<file path="src/rtl/core/sbs_queue.sv">
`default_nettype none

module sbs_queue #(
  parameter int unsigned WIDTH = 44
) (
  input  wire logic             clk_i,
  input  wire logic             rst_ni,
  input  wire logic             push_valid_i,
  output logic                  push_ready_o,
  input  wire logic [WIDTH-1:0] push_data_i,
  output logic                  pop_valid_o,
  input  wire logic             pop_ready_i,
  output logic [WIDTH-1:0]      pop_data_o
);

  logic [WIDTH-1:0] slot_q [2];
  logic             wr_ptr_q, wr_ptr_d;
  logic             rd_ptr_q, rd_ptr_d;
  logic [1:0]       fill_q, fill_d;
  logic             push, pop;

  assign push_ready_o = (fill_q != 2'd2);
  assign pop_valid_o  = (fill_q != 2'd0);
  assign pop_data_o   = slot_q[rd_ptr_q];
  assign push         = push_valid_i && push_ready_o;
  assign pop          = pop_valid_o && pop_ready_i;

  // pointer and fill bookkeeping
  always_comb begin
    wr_ptr_d = push ? ~wr_ptr_q : wr_ptr_q;
    rd_ptr_d = pop ? ~rd_ptr_q : rd_ptr_q;
    fill_d   = fill_q + 2'(push) - 2'(pop);
  end

  always_ff @(posedge clk_i or negedge rst_ni) begin
    if (!rst_ni) begin
      wr_ptr_q <= 1'b0;
      rd_ptr_q <= 1'b0;
      fill_q   <= 2'd0;
    end else begin
      wr_ptr_q <= wr_ptr_d;
      rd_ptr_q <= rd_ptr_d;
      fill_q   <= fill_d;
    end
  end

  // payload slots
  always_ff @(posedge clk_i) begin
    if (push) begin
      slot_q[wr_ptr_q] <= push_data_i;
    end
  end

endmodule

`default_nettype wire

</file>
<file path="config.mk">
export PLATFORM = sky130hd
export DESIGN_NAME = sbs_queue
export DESIGN_NICKNAME = d
export VERILOG_FILES = /design/src/rtl/core/sbs_queue.sv
export SDC_FILE = /design/constraint.sdc
export NUM_CORES = 1
export LEC_CHECK = 0
export BUFFER_PORTS_ARGS = -buffer_cell sky130_fd_sc_hd__buf_2
export CORE_ASPECT_RATIO = 1.2
export CORE_MARGIN = 1.5
export CORE_UTILIZATION = 35
export CTS_CLUSTER_SIZE = 10
export DETAILED_ROUTE_END_ITERATION = 10
export HOLD_SLACK_MARGIN = 0.12
export MAX_ROUTING_LAYER = met4
export PLACE_DENSITY = 0.58
export SYNTH_ARGS = -nofsm -noshare
export SYNTH_HDL_FRONTEND = slang
export SYNTH_SLANG_ARGS = --single-unit
</file>
<file path="constraint.sdc">
create_clock -name clk_i -period 2.8 [get_ports clk_i]
set_clock_uncertainty 0.15 [all_clocks]
set_input_delay 0.28 -clock clk_i [delete_from_list [all_inputs] [get_ports clk_i]]
set_output_delay 0.28 -clock clk_i [all_outputs]
set_load 0.02 [all_outputs]
</file>
# ---- Word-level counts from Yosys, hierarchy flattened
# Memories as Yosys holds them, arrays and structs flattened.
# Cells that the tools add are included.
dict set report classes {
  multipliers 0
  mux 2
  addsub 2
  div 0
  reduce_logical 3
  shift 0
  bitwise 2
  magnitude_cmp 0
  n_eq_ne 1
}
# operator n
set op_table {}
lappend op_table {{adder 2 x 1 -> 2 bit} 1}
lappend op_table {{logical AND 1 bit} 2}
lappend op_table {{two-way mux 1 bit} 2}
lappend op_table {{!= test 2 bit, second input constant} 1}
lappend op_table {{NOT 1 bit} 2}
lappend op_table {{nonzero test 2 bit} 1}
lappend op_table {{subtractor 2 x 1 -> 2 bit} 1}
dict set report totals {
  romBits 0
  latchBits 0
  n_memories 1
  register_bits 4
  ramBits 88
  in_bits 48
  out_inout_bits 46
}
# memory words word_bits read_ports rd_clocked_by_memory_dff write_ports line_no
set mem_list {}
lappend mem_list {slot_q 2 44 1 0 1 16} ;# logic [WIDTH-1:0] slot_q [2];

# ---- Logic depth before layout (Yosys ltp)
dict set report depth {
  depth_word 4
  mapped_depth 7
}

# ---- Worst setup path before layout
# OpenSTA, ideal clock, no wires.
dict set report synth_path {
  path_kind {register to register}
  startpoint {register fill_q[1]}
  endpoint {memory slot_q[0][0] (enable)}
  n_path_buf 0
  t_arrival_ps 2608
  setup_slack_ps -404
  stages_incl_launch_ff 4
  setup_time_ps 446
  path_cell_list {dfrtp_1 > nand2b_1 > nand2_1 > nor2_1}
}
dict set report synth_via {
  elab_chain_cells 4
}
# item line_no
set synth_rtl {}
lappend synth_rtl {{from (decl)} 19} ;# logic [1:0] fill_q, fill_d;
lappend synth_rtl {{from (signal assigned)} 43} ;# fill_q <= fill_d;
lappend synth_rtl {{!= test 2 bit} 22} ;# assign push_ready_o = (fill_q != 2'd2);
lappend synth_rtl {{via push_ready_o} 9} ;# output logic push_ready_o,
lappend synth_rtl {{logical AND 1 bit} 25} ;# assign push = push_valid_i && push_ready_o;
lappend synth_rtl {{two-way mux 1 bit} 49} ;# if (push) begin
lappend synth_rtl {{two-way mux 1 bit (implied by the code)} 50} ;# slot_q[wr_ptr_q] <= push_data_i;
lappend synth_rtl {{to (decl)} 16}
# The timed path passes the listed nets, and every way through them passes these cells.

# ---- Worst setup path after layout
dict set report layout_path {
  startpoint {register rd_ptr_q}
  endpoint {output pop_data_o[0]}
}
dict set report layout_via {
  elab_chain_cells 1
}
# item line_no
set layout_rtl {}
lappend layout_rtl {{from (decl)} 18} ;# logic rd_ptr_q, rd_ptr_d;
lappend layout_rtl {{from (signal assigned)} 42} ;# rd_ptr_q <= rd_ptr_d;
lappend layout_rtl {{memory (2 x 44 bit)} -}
lappend layout_rtl {{to (decl)} 13} ;# output logic [WIDTH-1:0] pop_data_o
# No other way between the ends.

==> flow_summary.json <==
{
  "r2r_cells": 4,
  "stdcell_count": 434,
  "required_ns": 2.37,
  "drc": 0,
  "grt_pass1_vias": 1983,
  "htree_levels": 3,
  "wl_per_cell_um": 14.23,
  "vias": 1877,
  "die-width_um": 94.80,
  "layout_common_cells": "93 x buf_2, 88 x edfxtp_1, 47 x dlygate4sd3_1",
  "maxSlewHeadroom_pct": 61.73,
  "viasPerCell": 4.325,
  "finalSetupViolCount": 0,
  "cellLeakagePower_nw": 1.975,
  "n_antenna_cell": 0,
  "drive_gt1_share_pct": 51.62,
  "first_pass_iters": 4,
  "crit_fanout": 24,
  "worstPathArrival_ns": 1.62,
  "core_area_um2": 9910,
  "yosysSeqAreaShare_pct": 77.48,
  "io_buffer_count": 93,
  "numClockSinks": 92,
  "route.antenna.remaining_nets": 0,
  "syn_area_um2": 3540,
  "dieArea_um2": 10730,
  "root_buffer": "clkbuf_16",
  "r2r_start": "fill_q[1]$_DFF_PN0_",
  "crit_type": "reg -> out",
  "period_share_pct": 73.10,
  "synth_area_per_cell_um2": 22.98,
  "area_growth_pct": 39.38,
  "n_fill_cell": 841,
  "final_common_cell": "buf_2",
  "start_util_pct": 35.72,
  "yosysWarnings": 0,
  "worst_pin_slew_ns": 0.5727,
  "startpoint_type": "register",
  "grt_pass1_wl_um": 9632,
  "rsz0062_at_grt": "false",
  "drv_cap": 0,
  "fmax_ghz": 0.4885,
  "clock_path_buffers": 2,
  "grt-ovfl-total": 0,
  "crit_path_end_kind": "output pin",
  "whs_endpoint": "wr_ptr_q$_DFFE_PN0N_",
  "cts_tree": "built",
  "synthesis.instances": 154,
  "grt_use_total_pct": 12.89,
  "dpl_worst_slack_ns": 0.8954,
  "gp_congestion": 0.6639,
  "ir_drop_uv": 557.2,
  "p_per_area_nw_per_um2": 1008,
  "hold_viol_final": 0,
  "synth-seq-cells": 92,
  "finalCriticalPeriod_ns": 2.047,
  "r2r-end": "slot_q[0][39]$_DFFE_PP_",
  "dp_hpwl_um": 3949,
  "fin_ws_ns": 0.7531,
  "min_from": "push_valid_i",
  "cts.clk_slew.worst_paths_ns": 0.06,
  "hold_depth": 3,
  "drv_slew": 0,
  "antenna_found_initial": 0,
  "min_path_type": "in -> reg",
  "drt_wl_total_um": 6177,
  "numCtsBuffers": 9,
  "post-route-cell-area_um2": 4933,
  "outcome": "completed",
  "nNetsFinal": 354,
  "synth_fp_nets": 204,
  "grt_max_degree": 30,
  "synth.distinct_cells": 15,
  "io_pins": 94,
  "tns_ns": 0,
  "rows": 40,
  "dpl_cell_area_um2": 4172,
  "finalPower_w": 0.004971,
  "die_h_um": 113.2,
  "drtIter0Drc": 94,
  "reg2reg_slack_ns": 0.95,
  "place_inst": 372,
  "clk-insertion-delay-late_ns": 0.33
}
critical path, cell delays in order, from the launching register on:
cell	delay (ns)
dfrtp_2	0.35
buf_4	0.38
mux2_2	0.38
buf_2	0.16
timing repair:
| item | in CTS | in global routing |
|---|---|---|
| hold buffers | 47 | 0 |
| resized for setup | 0 | 0 |
| endpoints found under the hold margin | 93 | 0 |
| setup buffers | 0 | 0 |
| setup endpoints to repair | 0 | 0 |
metal layers:
| metal | vias to the layer above | routed length (µm) | GRT usage, % |
|---|---|---|---|
| met2 | 57 | 3342 | 21.90 |
| met3 | 12 | 312 | 3.562 |
| met5 | - | 0 | - |
| met4 | 0 | 138 | 6.866 |
| li1 | 904 | - | - |
| met1 | 904 | 2383 | 13.33 |
cells in the mapped netlist:
cell type	n	area share, %
edfxtp_1	88	75
mux2_4	39	17
buf_6	5	1.6
mux2_2	5	1.6
dfrtp_1	4	2.8
xnor2_1	3	0.74
ha_1	2	0.71
and2_4	1	0.25
and3_1	1	0.18
inv_1	1	0.11
nand2_1	1	0.11
nand2b_1	1	0.18
nor2_1	1	0.11
or2_1	1	0.18
xor2_1	1	0.25
cells by family after synthesis:
kind of cell,share of synthesized area (%)
adder cells (fa/ha/maj),0.7069
buffers and inverters,1.696
AND/OR/NAND/NOR,0.9899
XOR/XNOR,0.9899
multiplexers,18.13
flip-flops,77.48
flip-flops by register name, indices dropped and copies added, names as in the netlist:
name,cells
slot_q,88
fill_q,2
wr_ptr_q,1
rd_ptr_q,1
power breakdown:
part	switching, W	total (W)	internal [W]	leakage, nW
logic	0.00100	0.00183	0.000834	0.978
registers	0.0000821	0.00197	0.00189	0.863
clock network	0.000483	0.00117	0.000686	0.135
total	0.00157	0.00497	0.00341	1.98
cell type report:
type / count / area, µm² / area share (%)
clock inverters: 6 / 66.31 / 1.344
repair buffers: 144 / 991.0 / 20.09
flip-flops and latches: 92 / 2744 / 55.62
multi-input cells: 56 / 745.7 / 15.12
clock buffers: 9 / 225.2 / 4.565
inverters: 1 / 3.754 / 0.07608
well taps: 126 / 157.7 / 3.196
how the worst max path moves through the flow:
stage	slack, ns	to	cells after the start	start
3_5_place_dp	0.90	slot_q[0][39]$_DFFE_PP_	4	fill_q[1]$_DFF_PN0_
6_report	0.75	pop_data_o[0]	3	rd_ptr_q$_DFFE_PN0P_
4_1_cts	0.71	pop_data_o[0]	3	rd_ptr_q$_DFFE_PN0P_
2_1_floorplan	0.33	slot_q[0][0]$_DFFE_PP_	3	fill_q[1]$_DFF_PN0_
3_3_place_gp	0.93	slot_q[0][39]$_DFFE_PP_	4	fill_q[1]$_DFF_PN0_
5_1_grt	0.66	pop_data_o[43]	3	rd_ptr_q$_DFFE_PN0P_
through the flow:
| stage | util [%] | hold slack [ns] |
|---|---|---|
| floorplan | - | -0.1656 |
| global placement | 42.10 | -0.06078 |
| detailed placement | 42.10 | -0.05933 |
| CTS | 49.79 | 0.1706 |
| global route | 49.79 | 0.2091 |
| finish | 49.79 | 0.1756 |
Power figures use the tool's default switching activity.
