--- src/rtl/core/sbs_pkg.sv ---
`default_nettype none

package sbs_pkg;

  // fixed field widths of the stream and register ports
  localparam int unsigned POS_W      = 11;
  localparam int unsigned IDX_IN_W   = 10;
  localparam int unsigned KEY_IN_W   = 32;
  localparam int unsigned CFG_W      = 11;
  localparam int unsigned APB_DATA_W = 32;
  localparam int unsigned APB_ADDR_W = 3;
  localparam int unsigned S_TDATA_W  = 48;
  localparam int unsigned M_TDATA_W  = 16;

  // word index of the entries_in_use register (paddr bit 2)
  localparam logic REG_ENTRIES_IN_USE = 1'b0;

  // item kinds carried in the slave tuser
  typedef enum logic [1:0] {
    OP_LOAD  = 2'd0,
    OP_LOWER = 2'd1,
    OP_UPPER = 2'd2,
    OP_FIND  = 2'd3
  } op_e;

  // search engine states
  typedef enum logic [1:0] {
    ST_IDLE,
    ST_READ,
    ST_CMP,
    ST_DONE
  } st_e;

endpackage

`default_nettype wire

--- src/rtl/core/sbs_front.sv ---
`default_nettype none

module sbs_front #(
  parameter int unsigned TABLE_DEPTH = 1024,
  parameter int unsigned VALUE_WIDTH = 32
) (
  input  wire logic                             clk_i,
  input  wire logic                             rst_ni,
  // register port
  input  wire logic                             psel_i,
  input  wire logic                             penable_i,
  input  wire logic                             pwrite_i,
  input  wire logic [sbs_pkg::APB_ADDR_W-1:0]   paddr_i,
  input  wire logic [sbs_pkg::APB_DATA_W-1:0]   pwdata_i,
  output logic      [sbs_pkg::APB_DATA_W-1:0]   prdata_o,
  // input stream
  input  wire logic                             s_tvalid_i,
  output logic                                  s_tready_o,
  input  wire logic [sbs_pkg::S_TDATA_W-1:0]    s_tdata_i,
  input  wire logic [1:0]                       s_tuser_i,
  // command queue side
  output logic                                  push_valid_o,
  input  wire logic                             push_ready_i,
  output logic [2+$clog2(TABLE_DEPTH)+VALUE_WIDTH-1:0] cmd_o,
  output logic [$clog2(TABLE_DEPTH+1)-1:0]      count_o
);

  localparam int unsigned IDX_W = $clog2(TABLE_DEPTH);
  localparam int unsigned CNT_W = $clog2(TABLE_DEPTH + 1);

  logic [sbs_pkg::CFG_W-1:0]    entries_q, entries_d;
  logic                         cfg_we;
  sbs_pkg::op_e                 op;
  logic [sbs_pkg::IDX_IN_W-1:0] in_idx;
  logic [sbs_pkg::KEY_IN_W-1:0] in_val;
  logic [VALUE_WIDTH-1:0]       word;
  logic                         in_range;
  logic                         keep;

  // entries_in_use register
  assign cfg_we = psel_i && penable_i && pwrite_i &&
                  (paddr_i[2] == sbs_pkg::REG_ENTRIES_IN_USE);
  assign entries_d = cfg_we ? pwdata_i[sbs_pkg::CFG_W-1:0] : entries_q;

  always_ff @(posedge clk_i or negedge rst_ni) begin
    if (!rst_ni) begin
      entries_q <= '0;
    end else begin
      entries_q <= entries_d;
    end
  end

  assign prdata_o = (paddr_i[2] == sbs_pkg::REG_ENTRIES_IN_USE) ?
                    sbs_pkg::APB_DATA_W'(entries_q) : '0;

  // searched count saturates at the table depth
  always_comb begin
    if (32'(entries_q) > 32'(TABLE_DEPTH)) begin
      count_o = CNT_W'(TABLE_DEPTH);
    end else begin
      count_o = CNT_W'(entries_q);
    end
  end

  // classify the item
  assign op       = sbs_pkg::op_e'(s_tuser_i);
  assign in_idx   = s_tdata_i[sbs_pkg::IDX_IN_W-1:0];
  assign in_val   = s_tdata_i[sbs_pkg::IDX_IN_W +: sbs_pkg::KEY_IN_W];
  assign word     = VALUE_WIDTH'($signed(in_val));
  assign in_range = 32'(in_idx) < 32'(TABLE_DEPTH);

  // loads beyond the table are taken and dropped here
  always_comb begin
    unique case (op)
      sbs_pkg::OP_LOAD:  keep = in_range;
      sbs_pkg::OP_LOWER,
      sbs_pkg::OP_UPPER,
      sbs_pkg::OP_FIND:  keep = 1'b1;
      default:           keep = 1'b1;
    endcase
  end

  assign s_tready_o   = push_ready_i;
  assign push_valid_o = s_tvalid_i && keep;
  assign cmd_o        = {op, IDX_W'(in_idx), word};

endmodule

`default_nettype wire

--- config.mk ---
export PLATFORM = sky130hd
export DESIGN_NAME = sbs_front
export DESIGN_NICKNAME = d
export VERILOG_FILES = /design/src/rtl/core/sbs_pkg.sv /design/src/rtl/core/sbs_front.sv
export SDC_FILE = /design/constraint.sdc
export NUM_CORES = 1
export LEC_CHECK = 0
export ABC_AREA = 1
export BUFFER_PORTS_ARGS = -buffer_cell sky130_fd_sc_hd__buf_2
export CAP_MARGIN = 20
export CORE_AREA = 2 2 70 72
export CTS_CLUSTER_DIAMETER = 50
export DETAILED_ROUTE_END_ITERATION = 8
export DIE_AREA = 0 0 72 74
export GPL_ROUTABILITY_DRIVEN = 0
export HOLD_SLACK_MARGIN = 0.02
export PLACE_DENSITY = 0.71
export RECOVER_POWER = 25
export SYNTH_ARGS = -nofsm -noshare
export SYNTH_HDL_FRONTEND = slang
export SYNTH_SLANG_ARGS = --single-unit
--- constraint.sdc ---
create_clock -name clk_i -period 1.47 [get_ports clk_i]
set_clock_uncertainty 0.15 [all_clocks]
set_input_delay 0.3675 -clock clk_i [delete_from_list [all_inputs] [get_ports clk_i]]
set_output_delay 0.3675 -clock clk_i [all_outputs]
set_load 0.03 [all_outputs]
* After elaboration in Yosys (flattened, before gate mapping) *
Index checks and enable logic that the tools add are counted.

storage, ports and cells
  output and inout port bits = 89
  bits in registers = 11
  bits of input ports = 92

operators by class
  $lt $le $gt $ge = 1
  bitwise operators = 1
  multiplexer cells = 3
  reduce and logical (&&, ||, !) cells = 6
  eq/ne operators = 3

operators by type and width
  operator              count
  $mux 11               2
  $gt 11x11->1 const B  1
  $eq 2x2->1 const B    2
  $logic_and 1x1->1     4
  $reduce_or 4->1       1
  $eq 2x1->1 const B    1
  $logic_not 2->1       1
  $mux 1                1
  $not 1->1             1

* Depth between registers and ports, before layout *
Gate-level depths: netlist of run 1.

  depth after elaboration = 4
  gate-level depth with buffers = 5
  depth with buffers taken out = 5

* Least setup slack after synthesis of run 1 *
Ideal clock, no wire load.

  path kind = flip-flop to output port
  from = register entries_q[8] (netlist name)
  to = output count_o[0]
  required time = 952 ps
  cell stages (with the launch flop) = 6
  arrival = 1132 ps
  path slack = -179 ps
  buffers on the path = 0
  cell sequence = dfrtp_1 -> nor2_1 -> nand3_1 -> nor2_1 -> nor2_2 -> nor2_1

on the way
  cells in the longest elaborated chain, start to end = 2

RTL lines
  item                    RTL line         text
  start, declared         sbs_front.sv:31  logic [sbs_pkg::CFG_W-1:0] entries_q, entries_d;
  start signal, assigned  sbs_front.sv:49  entries_q <= entries_d;
  $gt 11x11->1            sbs_front.sv:58  if (32'(entries_q) > 32'(TABLE_DEPTH)) begin
  $mux 11                 sbs_front.sv:58
  end, declared           sbs_front.sv:25  output logic [$clog2(TABLE_DEPTH+1)-1:0] count_o

No other way between the ends.

* Worst setup path in the final report of run 1 *
  from = register entries_q[4] (netlist name)
  to = output count_o[8]

Same word-level chain as after synthesis.

==> qor.json, run 1 <==
{
  "detailed_routing": {
    "route.detailed.vias_per_inst": 3.83,
    "dr.first_iter.drc_count": 10,
    "antenna_left": 0,
    "post_drt_wl_per_cell_um": 11.1,
    "post_route_drc": 0,
    "route.final.wire_length_um": 2260,
    "detail_route.first_pass.iterations": 3,
    "via_count": 782
  },
  "cells_and_area": {
    "area.growth.synth_to_final_pct": 16.6,
    "final_area_mm2": 0.00127,
    "antenna-diode-count": 0,
    "share_of_post_route_cells_with_drive_strength_above_1_pct": 57.3,
    "postLayoutCoreUtil_pct": 27.7,
    "regs_by_ff_count": "entries_q x11",
    "largest_register_ff_count": 11,
    "fin_nets": 243,
    "final-instance-count-excl-fill": 204,
    "top_register": "entries_q"
  },
  "pwr": {
    "p_per_area_mw_per_mm2": 1220,
    "power.leakage_nw": 0.639,
    "vdd_ir_drop_max_mv": 0.479
  },
  "logic_synthesis": {
    "ys_seq_elements": 11,
    "syn_area_mm2": 0.00109,
    "synth.cells.most_frequent": "buf_4, nor2_1, dfrtp_1, inv_1, a21oi_1",
    "synth_top_cell_area_share_pct": 46.0,
    "async_flop_share_pct": 100,
    "synth_warnings": 0,
    "synth_edf_count": 0,
    "gate_count_post_synth": 147,
    "synth-main-ff-cell": "dfrtp_1",
    "yosysMostFrequentCell": "buf_4",
    "synth_top_cells_by_area": "buf_4, dfrtp_1, nor2_1, a21oi_1, inv_1",
    "post_synthesis_sequential_area_ratio_pct": 25.2,
    "netlist.top_cell.by_area": "buf_4",
    "post_synth.cell_area_avg_um2": 7.44,
    "synthDistinctLibCells": 14
  },
  "placed_design": {
    "place.port_buffers": 38,
    "postPlaceCellArea_um2": 980,
    "place.detailed.hpwl_um": 1760,
    "dpl_worst_slack_ns": -0.263,
    "placed_instances": 193
  },
  "timing": {
    "fmax_mhz": 510,
    "finalCriticalPeriod_ns": 1.96,
    "report.final.hold_viol_count": 0,
    "setup_slack_ns": -0.492,
    "final_max_slew_viol_count": 0,
    "grt_setup_unrepaired": "true",
    "finalSetupViolCount": 13,
    "portion_of_the_clock_cycle_consumed_by_the_worst_path_in_the_final_layout_pct": 133,
    "setup-tns-final_ns": -4.95
  },
  "cts": {
    "path_clk_slew_ns": 0.05,
    "tritoncts": "built",
    "total_clock_buffers_created_by_cts": 3,
    "htree_num_levels": 1,
    "cts_sinks": 11,
    "root_buffer": "clkbuf_8",
    "ctsLongestPathBuffers": 2,
    "clock_latency_ns": 0.23
  },
  "critical_path": {
    "maximum_fanout_count_along_the_critical_path": 8,
    "critPathKind": "register to output pin",
    "cp_data_required_time_ns": 0.95,
    "worstSetupStartpointType": "register",
    "ff2ff_setup_slack_ns": 0.46,
    "type_of_element_capturing_the_critical_path": "output pin",
    "worst_ep_arrival_time_ns": 1.44
  },
  "floorplan": {
    "dieArea_mm2": 0.00533,
    "start_util_pct": 23.8,
    "core_area_mm2": 0.00460,
    "floorplan.io_pins": 181,
    "die_height_um": 74,
    "die_width_um": 72,
    "rows": 25
  },
  "run_status": {
    "outcome": "finished with violations",
    "violated_checks": "setup timing"
  },
  "global_route": {
    "grt_first_pass_wirelength_um": 3440,
    "pin_count_of_the_biggest_net_entering_global_routing": 18,
    "global_route.overflow_total": 0,
    "grt_antenna_before_repair": 0,
    "gr-usage-all-layers_pct": 8.57,
    "grt_pass1_vias": 736
  },
  "run": {
    "maxCapViolations": 0
  },
  "min_path": {
    "hold_class": "input port to register"
  }
}
==> report_power, final <==
part / switching (W) / internal (W) / leakage, nW / total, W
Combinational: 0.000523 / 0.000337 / 0.499 / 0.000860
Sequential: 0.0000389 / 0.000361 / 0.117 / 0.000399
Clock: 0.000107 / 0.000190 / 0.0228 / 0.000297
Total: 0.000669 / 0.000888 / 0.639 / 0.00156
==> worst max-delay path: stages (launching register included) <==
cell	delay (ns)
dfrtp_1	0.40
nor2_2	0.13
nand3_2	0.12
nor2_4	0.14
nor2_4	0.05
buf_12	0.14
nor2_2	0.09
buf_6	0.14
==> what timing repair did <==
action                                  in CTS  in global routing
hold endpoints to repair                    11                  0
pin swaps                                    1                  6
setup buffers                                1                  7
gates resized for setup                     37                 33
hold buffers                                 1                  0
endpoints found under the setup margin      20                 20
==> worst paths after layout <==
path,start,endpoint,depth (start not counted)
max reg2reg,entries_q[1],entries_q[1],4
min reg2reg,entries_q[8],entries_q[8],2
min,pwdata_i[6],entries_q[6],3
max,entries_q[4],count_o[8],7
min in group asynchronous,rst_ni,entries_q[10],2
max in group asynchronous,rst_ni,entries_q[0],2
==> area by class of cell <==
type	instances	area (µm²)
fill	504	3320
timing repair buffer	50	428
multi-input combinational	73	412
sequential	11	275
tap	54	67.6
inverter	12	47.5
clock buffer	4	45.0
==> placed cells by master, fill, tap and decap left out <==
cell           netlist  layout
buf_4               67      12
nand3_1              2       1
nor2_4               0       9
inv_1               11       1
nor2_2               1      11
nand4_4              1       1
inv_4                0       1
nor2_1              37      18
nand3_2              0       1
dfrtp_1             11      11
buf_2                1      17
inv_2                1      10
dlygate4sd3_1        0       1
buf_12               0       2
a21oi_2              1       1
buf_6                2      18
clkbuf_8             0       3
conb_1               1      21
clkbuf_1             1       1
a21oi_1             10      10
==> metal layers <==
metal / track usage, % / share of wire (%) / up-vias
met3: 2.44 / 9.1 / 18
met4: 6.71 / 5.0 / 0
met5: 0 / 0 / -
met2: 15.0 / 52 / 47
li1: - / - / 363
met1: 8.62 / 34 / 354
==> cells by family (layout without fill, tap and decap cells) <==
family / after synthesis / in the layout / synth area share, %
flip-flops: 11 / 11 / 25.2
other: 1 / 21 / 0.343
AND/OR/NAND/NOR: 41 / 41 / 16.1
AO/OA/AOI/OAI: 11 / 11 / 5.38
buffers and inverters: 83 / 66 / 53.0
==> stage by stage <==
step / total power (W) / hold slack, ns
after floorplan: 0.00112 / -0.0781
after global placement: 0.00102 / 0.102
after detailed placement: 0.00103 / 0.107
after CTS: 0.00146 / 0.222
after global routing: 0.00166 / 0.232
final: 0.00156 / 0.225
No activity file was read; power rests on OpenSTA's default activity.
==> run 2, diff against run 1 <==
--- a/config.mk
+++ b/config.mk
@@ -8,13 +8,13 @@
 export ABC_AREA = 1
 export BUFFER_PORTS_ARGS = -buffer_cell sky130_fd_sc_hd__buf_2
 export CAP_MARGIN = 20
-export CORE_AREA = 2 2 70 72
+export CORE_AREA = 2 2 69 71
 export CTS_CLUSTER_DIAMETER = 50
 export DETAILED_ROUTE_END_ITERATION = 8
-export DIE_AREA = 0 0 72 74
+export DIE_AREA = 0 0 71 73
 export GPL_ROUTABILITY_DRIVEN = 0
 export HOLD_SLACK_MARGIN = 0.02
-export PLACE_DENSITY = 0.71
+export PLACE_DENSITY = 0.73
 export RECOVER_POWER = 25
 export SYNTH_ARGS = -nofsm -noshare
 export SYNTH_HDL_FRONTEND = slang
==> constraint.sdc (replaced) <==
create_clock -name clk_i -period 2.35 [get_ports clk_i]
set_clock_uncertainty 0.15 [all_clocks]
set_input_delay 0.5875 -clock clk_i [delete_from_list [all_inputs] [get_ports clk_i]]
set_output_delay 0.5875 -clock clk_i [all_outputs]
set_load 0.03 [all_outputs]
==> run 2 against run 1 <==
Net effect: sequential power decreased by 40%; clock power decreased by 37%; sequential cell count unchanged; global-route usage increased by 0.27 points; clock-buffer cell count decreased by 1; routed wire length increased by 1.3%; setup slack improved by 0.71 ns; largest cell class is now multi-input gates; power decreased by 50%; critical path type unchanged; the run now ends clean.
==> qor.json, run 2 (synthesized netlist as in run 1, its figures left out) <==
{
  "timing": {
    "finalCriticalPeriod_ns": 2.13,
    "worst-slew-pin-transition_ns": 0.626,
    "fmax_mhz": 469,
    "report.final.hold_viol_count": 0,
    "finalSetupViolCount": 0,
    "final_max_slew_viol_count": 0,
    "grt_setup_unrepaired": "false",
    "relative_slew_slack_pct": 58.3,
    "setup-tns-final_ns": 0,
    "portion_of_the_clock_cycle_consumed_by_the_worst_path_in_the_final_layout_pct": 90.7
  },
  "floorplan": {
    "dieArea_mm2": 0.00518,
    "rows": 25,
    "core_area_mm2": 0.00454,
    "start_util_pct": 24.1,
    "die_height_um": 73,
    "floorplan.io_pins": 181,
    "die_width_um": 71
  },
  "detailed_routing": {
    "detail_route.first_pass.iterations": 4,
    "antenna_left": 0,
    "route.detailed.vias_per_inst": 3.77,
    "dr.first_iter.drc_count": 11,
    "via_count": 723,
    "post_drt_wl_per_cell_um": 11.9,
    "post_route_drc": 0,
    "route.final.wire_length_um": 2290
  },
  "cells_and_area": {
    "antenna-diode-count": 0,
    "top_register": "entries_q",
    "nFillCells": 518,
    "largest_register_ff_count": 11,
    "fin_nets": 231,
    "commonest_non_fill_non_tap_cell_in_the_layout": "buf_2",
    "share_of_post_route_cells_with_drive_strength_above_1_pct": 33.3,
    "postLayoutCoreUtil_pct": 20.8,
    "commonest_non_fill_non_tap_cells_in_the_layout": "buf_2, nor2_1, conb_1",
    "area.growth.synth_to_final_pct": -13.6,
    "final-instance-count-excl-fill": 192,
    "regs_by_ff_count": "entries_q x11"
  },
  "critical_path": {
    "cp_data_required_time_ns": 1.61,
    "type_of_element_capturing_the_critical_path": "output pin",
    "crit_path_max_incr_delay_ns": 0.35,
    "critical-path-top-delay-family": "simple AND/OR/NAND/NOR gates",
    "worstPathCellList": "inv_1 -> nand3_1 -> nor2_2 -> nor2_4 -> nor2_1 -> buf_2",
    "worstSetupStartpointType": "register",
    "maximum_fanout_count_along_the_critical_path": 10,
    "path_buf_inv": 2,
    "slowest_stage": "dfrtp_1",
    "critPathKind": "register to output pin",
    "worst_ep_arrival_time_ns": 1.39
  },
  "global_route": {
    "grt_first_pass_wirelength_um": 3370,
    "global_route.overflow_total": 0,
    "grt_antenna_before_repair": 0,
    "grt_pass1_vias": 636,
    "gr-usage-all-layers_pct": 8.84,
    "pin_count_of_the_biggest_net_entering_global_routing": 23
  },
  "cts": {
    "path_clk_slew_ns": 0.05,
    "total_clock_buffers_created_by_cts": 3,
    "ctsLongestPathBuffers": 2,
    "htree_num_levels": 1,
    "post_cts_buffers": 0,
    "tritoncts": "built",
    "clock_latency_ns": 0.23,
    "root_buffer": "clkbuf_8",
    "cts_sinks": 11,
    "cts_hold_repair.buffers": 0
  },
  "pwr": {
    "p_per_area_mw_per_mm2": 831,
    "vdd_ir_drop_max_mv": 0.281,
    "power.leakage_nw": 0.554,
    "power_w": 0.000785
  },
  "run_status": {
    "outcome": "complete, no violations"
  },
  "placed_design": {
    "placed_instances": 188,
    "place.port_buffers": 38,
    "place.detailed.hpwl_um": 1840
  },
  "min_path": {
    "hold_class": "input port to async pin"
  },
  "run": {
    "maxCapViolations": 0
  }
}
run 2: cell type report:
class / instances / area [µm²] / share of cell area, %
well taps: 54 / 67.6 / 7.15
clock inverters: 1 / 5.00 / 0.530
flip-flops and latches: 11 / 275 / 29.1
clock buffers: 3 / 41.3 / 4.37
repair buffers: 38 / 189 / 20.0
inverters: 12 / 45.0 / 4.77
multi-input cells: 73 / 322 / 34.0
run 2: layer usage:
metal  track usage [%]  up-vias  routed length (µm)
met5                 0        -                   0
met4              9.22        0                 178
met3              2.90       26                 220
met2              12.8       52                 982
met1              9.84      309                 910
li1                  -      336                   -
run 2: power breakdown:
part           switching [W]  internal, W
registers          0.0000155     0.000225
clock network      0.0000712     0.000116
logic               0.000274    0.0000831
run 2: worst paths after layout:
path,start,end,slack [ns],cells past startpoint
max,entries_q[2],count_o[5],0.22,6
min,rst_ni,entries_q[7],0.19,1
max reg2reg,entries_q[10],entries_q[10],1.50,2
min reg2reg,entries_q[3],entries_q[3],0.40,2
max in group asynchronous,rst_ni,entries_q[8],1.45,1
min in group clk_i,entries_q[3],entries_q[3],0.40,2
run 2: what timing repair did:
action                                 4_1_cts  5_1_grt
resized for setup                            0        2
setup endpoints to repair                    0       10
endpoints found under the hold margin        0        0
run 2: through the flow:
stage	setup slack (ns)	area, µm²	hold slack [ns]
2_1_floorplan	0.448	1170	0.142
3_3_place_gp	0.361	892	0.325
3_5_place_dp	0.321	892	0.330
4_1_cts	0.0565	938	0.0741
5_1_grt	0.0435	945	0.252
6_report	0.218	945	0.190
run 2: worst register-to-register path: cells and delay by family (launching register included):
family                 cells  cell delay, ns
AOI/OAI and AO/OA          1            0.08
buffers and inverters      1            0.13
DFF                        1            0.37
==> run 3, diff against run 2 <==
--- a/config.mk
+++ b/config.mk
@@ -6,15 +6,13 @@
 export NUM_CORES = 1
 export LEC_CHECK = 0
 export ABC_AREA = 1
-export BUFFER_PORTS_ARGS = -buffer_cell sky130_fd_sc_hd__buf_2
 export CAP_MARGIN = 20
-export CORE_AREA = 2 2 69 71
+export CORE_AREA = 2 2 70 72
 export CTS_CLUSTER_DIAMETER = 50
 export DETAILED_ROUTE_END_ITERATION = 8
-export DIE_AREA = 0 0 71 73
-export GPL_ROUTABILITY_DRIVEN = 0
+export DIE_AREA = 0 0 72 74
+export DONT_BUFFER_PORTS = 1
 export HOLD_SLACK_MARGIN = 0.02
-export PLACE_DENSITY = 0.73
 export RECOVER_POWER = 25
 export SYNTH_ARGS = -nofsm -noshare
 export SYNTH_HDL_FRONTEND = slang
==> run 3 against run 2 <==
Net effect: combinational power down 4%; design area down 9.8%; die area up 2.8%; via count down 12%; setup slack worse by 0.21 ns; critical endpoint is now count_o[1]; largest power group unchanged.
==> qor.json, run 3 (synthesized netlist as in run 1, its figures left out) <==
{
  "floorplan": {
    "die_width_um": 72,
    "core_area_mm2": 0.00460,
    "dieArea_mm2": 0.00533,
    "start_util_pct": 23.8,
    "rows": 25,
    "floorplan.io_pins": 181,
    "die_height_um": 74
  },
  "cts": {
    "cts_sinks": 11,
    "clock_latency_ns": 0.23,
    "htree_num_levels": 1,
    "path_clk_slew_ns": 0.05,
    "total_clock_buffers_created_by_cts": 3,
    "root_buffer": "clkbuf_8",
    "ctsLongestPathBuffers": 2,
    "post_cts_buffers": 0,
    "tritoncts": "built"
  },
  "detailed_routing": {
    "post_route_drc": 0,
    "post_drt_wl_per_cell_um": 12.6,
    "route.detailed.vias_per_inst": 3.81,
    "via_count": 637,
    "antenna_left": 0,
    "dr.first_iter.drc_count": 8,
    "detail_route.first_pass.iterations": 4,
    "route.final.wire_length_um": 2110
  },
  "min_path": {
    "hold_path.startpoint": "pwdata_i[6]",
    "min_path_cells": 2,
    "whs_endpoint": "entries_q[6]",
    "hold_class": "input port to register"
  },
  "critical_path": {
    "cp_data_required_time_ns": 1.61,
    "slowest_stage": "nor2_1",
    "worstSetupStartpointType": "register",
    "ff2ff_setup_slack_ns": 1.48,
    "timing.rr.start": "entries_q[8]",
    "worst_ep_arrival_time_ns": 1.60,
    "critPathKind": "register to output pin",
    "type_of_element_capturing_the_critical_path": "output pin",
    "worstPathCellList": "inv_1 -> nand3_1 -> nor2_1 -> nor2_2 -> buf_4 -> nor2_1",
    "maximum_fanout_count_along_the_critical_path": 7,
    "rr_endpoint": "entries_q[8]",
    "worstRegToRegCells": 2,
    "crit_path_max_incr_delay_ns": 0.43,
    "crit_path_frequent_cell": "nor2_1"
  },
  "timing": {
    "relative_slew_slack_pct": 44.1,
    "report.final.hold_viol_count": 0,
    "portion_of_the_clock_cycle_consumed_by_the_worst_path_in_the_final_layout_pct": 99.6,
    "worst-slew-pin-transition_ns": 0.836,
    "grt_setup_unrepaired": "true",
    "final_max_slew_viol_count": 0,
    "setup-tns-final_ns": 0,
    "fmax_mhz": 427,
    "setup_slack_ns": 0.00839,
    "finalSetupViolCount": 0,
    "finalCriticalPeriod_ns": 2.34
  },
  "placed_design": {
    "dpl_worst_slack_ns": 0.203,
    "place.detailed.hpwl_um": 1700,
    "place_congestion": 0.667,
    "placed_instances": 162,
    "place.port_buffers": 0
  },
  "global_route": {
    "grt_antenna_before_repair": 0,
    "pin_count_of_the_biggest_net_entering_global_routing": 23,
    "gr-usage-all-layers_pct": 7.73,
    "global_route.overflow_total": 0,
    "grt_pass1_vias": 612,
    "grt_first_pass_wirelength_um": 3020
  },
  "cells_and_area": {
    "commonest_non_fill_non_tap_cell_in_the_layout": "nor2_1",
    "antenna-diode-count": 0,
    "regs_by_ff_count": "entries_q x11",
    "commonest_non_fill_non_tap_cells_in_the_layout": "nor2_1, conb_1, inv_1, buf_4, dfrtp_1",
    "final-instance-count-excl-fill": 167,
    "nFillCells": 524,
    "top_register": "entries_q",
    "postLayoutCoreUtil_pct": 18.5,
    "area.growth.synth_to_final_pct": -22.1,
    "share_of_post_route_cells_with_drive_strength_above_1_pct": 22.1,
    "largest_register_ff_count": 11,
    "fin_nets": 206
  },
  "pwr": {
    "vdd_ir_drop_max_mv": 0.279,
    "p_per_area_mw_per_mm2": 903,
    "power.leakage_nw": 0.449
  },
  "run_status": {
    "outcome": "complete, no violations"
  },
  "run": {
    "maxCapViolations": 0
  }
}
==> run 3: layout make-up <==
cell class,count,area (µm²),area share (%)
clock buffer,4,45.0,5.29
multi-input combinational,73,319,37.4
tap,54,67.6,7.93
inverter,12,45.0,5.29
sequential,11,275,32.3
timing repair buffer,13,100,11.7
==> run 3: how the worst max path moves through the flow <==
stage	from	endpoint	slack, ns	depth (start not counted)
final	entries_q[2]	count_o[1]	0.008	6
after global routing	entries_q[0]	count_o[2]	-0.09	6
after CTS	entries_q[0]	count_o[9]	-0.05	6
after detailed placement	entries_q[0]	count_o[8]	0.20	6
after global placement	entries_q[0]	count_o[8]	0.21	6
after floorplan	paddr_i[2]	prdata_o[0]	0.45	2
==> run 3: stage by stage <==
| step | cell area [µm²] | total power [W] | hold WS [ns] |
|---|---|---|---|
| 2_1_floorplan | 1170 | 0.000677 | 0.142 |
| 3_3_place_gp | 792 | 0.000571 | 0.142 |
| 3_5_place_dp | 792 | 0.000574 | 0.143 |
| 4_1_cts | 852 | 0.000774 | 0.358 |
| 5_1_grt | 852 | 0.000822 | 0.369 |
| 6_report | 852 | 0.000769 | 0.364 |
==> run 3: routing by layer <==
layer / track usage [%] / wire (µm) / vias to the layer above
li1: - / - / 283
met1: 8.09 / 774 / 283
met2: 12.4 / 983 / 53
met3: 2.17 / 220 / 18
met4: 7.55 / 128 / 0
met5: 0 / 0 / -
==> run 3: what timing repair did <==
action,CTS,global route
resized for setup,2,6
hold buffers,1,0
hold endpoints to repair,11,0
endpoints found under the setup margin,8,8
gates cloned,0,0
==> run 3: worst max-delay path, delay by kind of cell (launching register included) <==
kind | cells | cell delay, ns
buf+inv | 2 | 0.30
flops | 1 | 0.36
simple gates | 4 | 0.72
==> run 3: power breakdown <==
group | switching, W | total [W] | internal (W)
registers | 0.0000159 | 0.000241 | 0.000225
logic | 0.000268 | 0.000342 | 0.0000745
clock network | 0.0000673 | 0.000186 | 0.000119
total | 0.000351 | 0.000769 | 0.000419
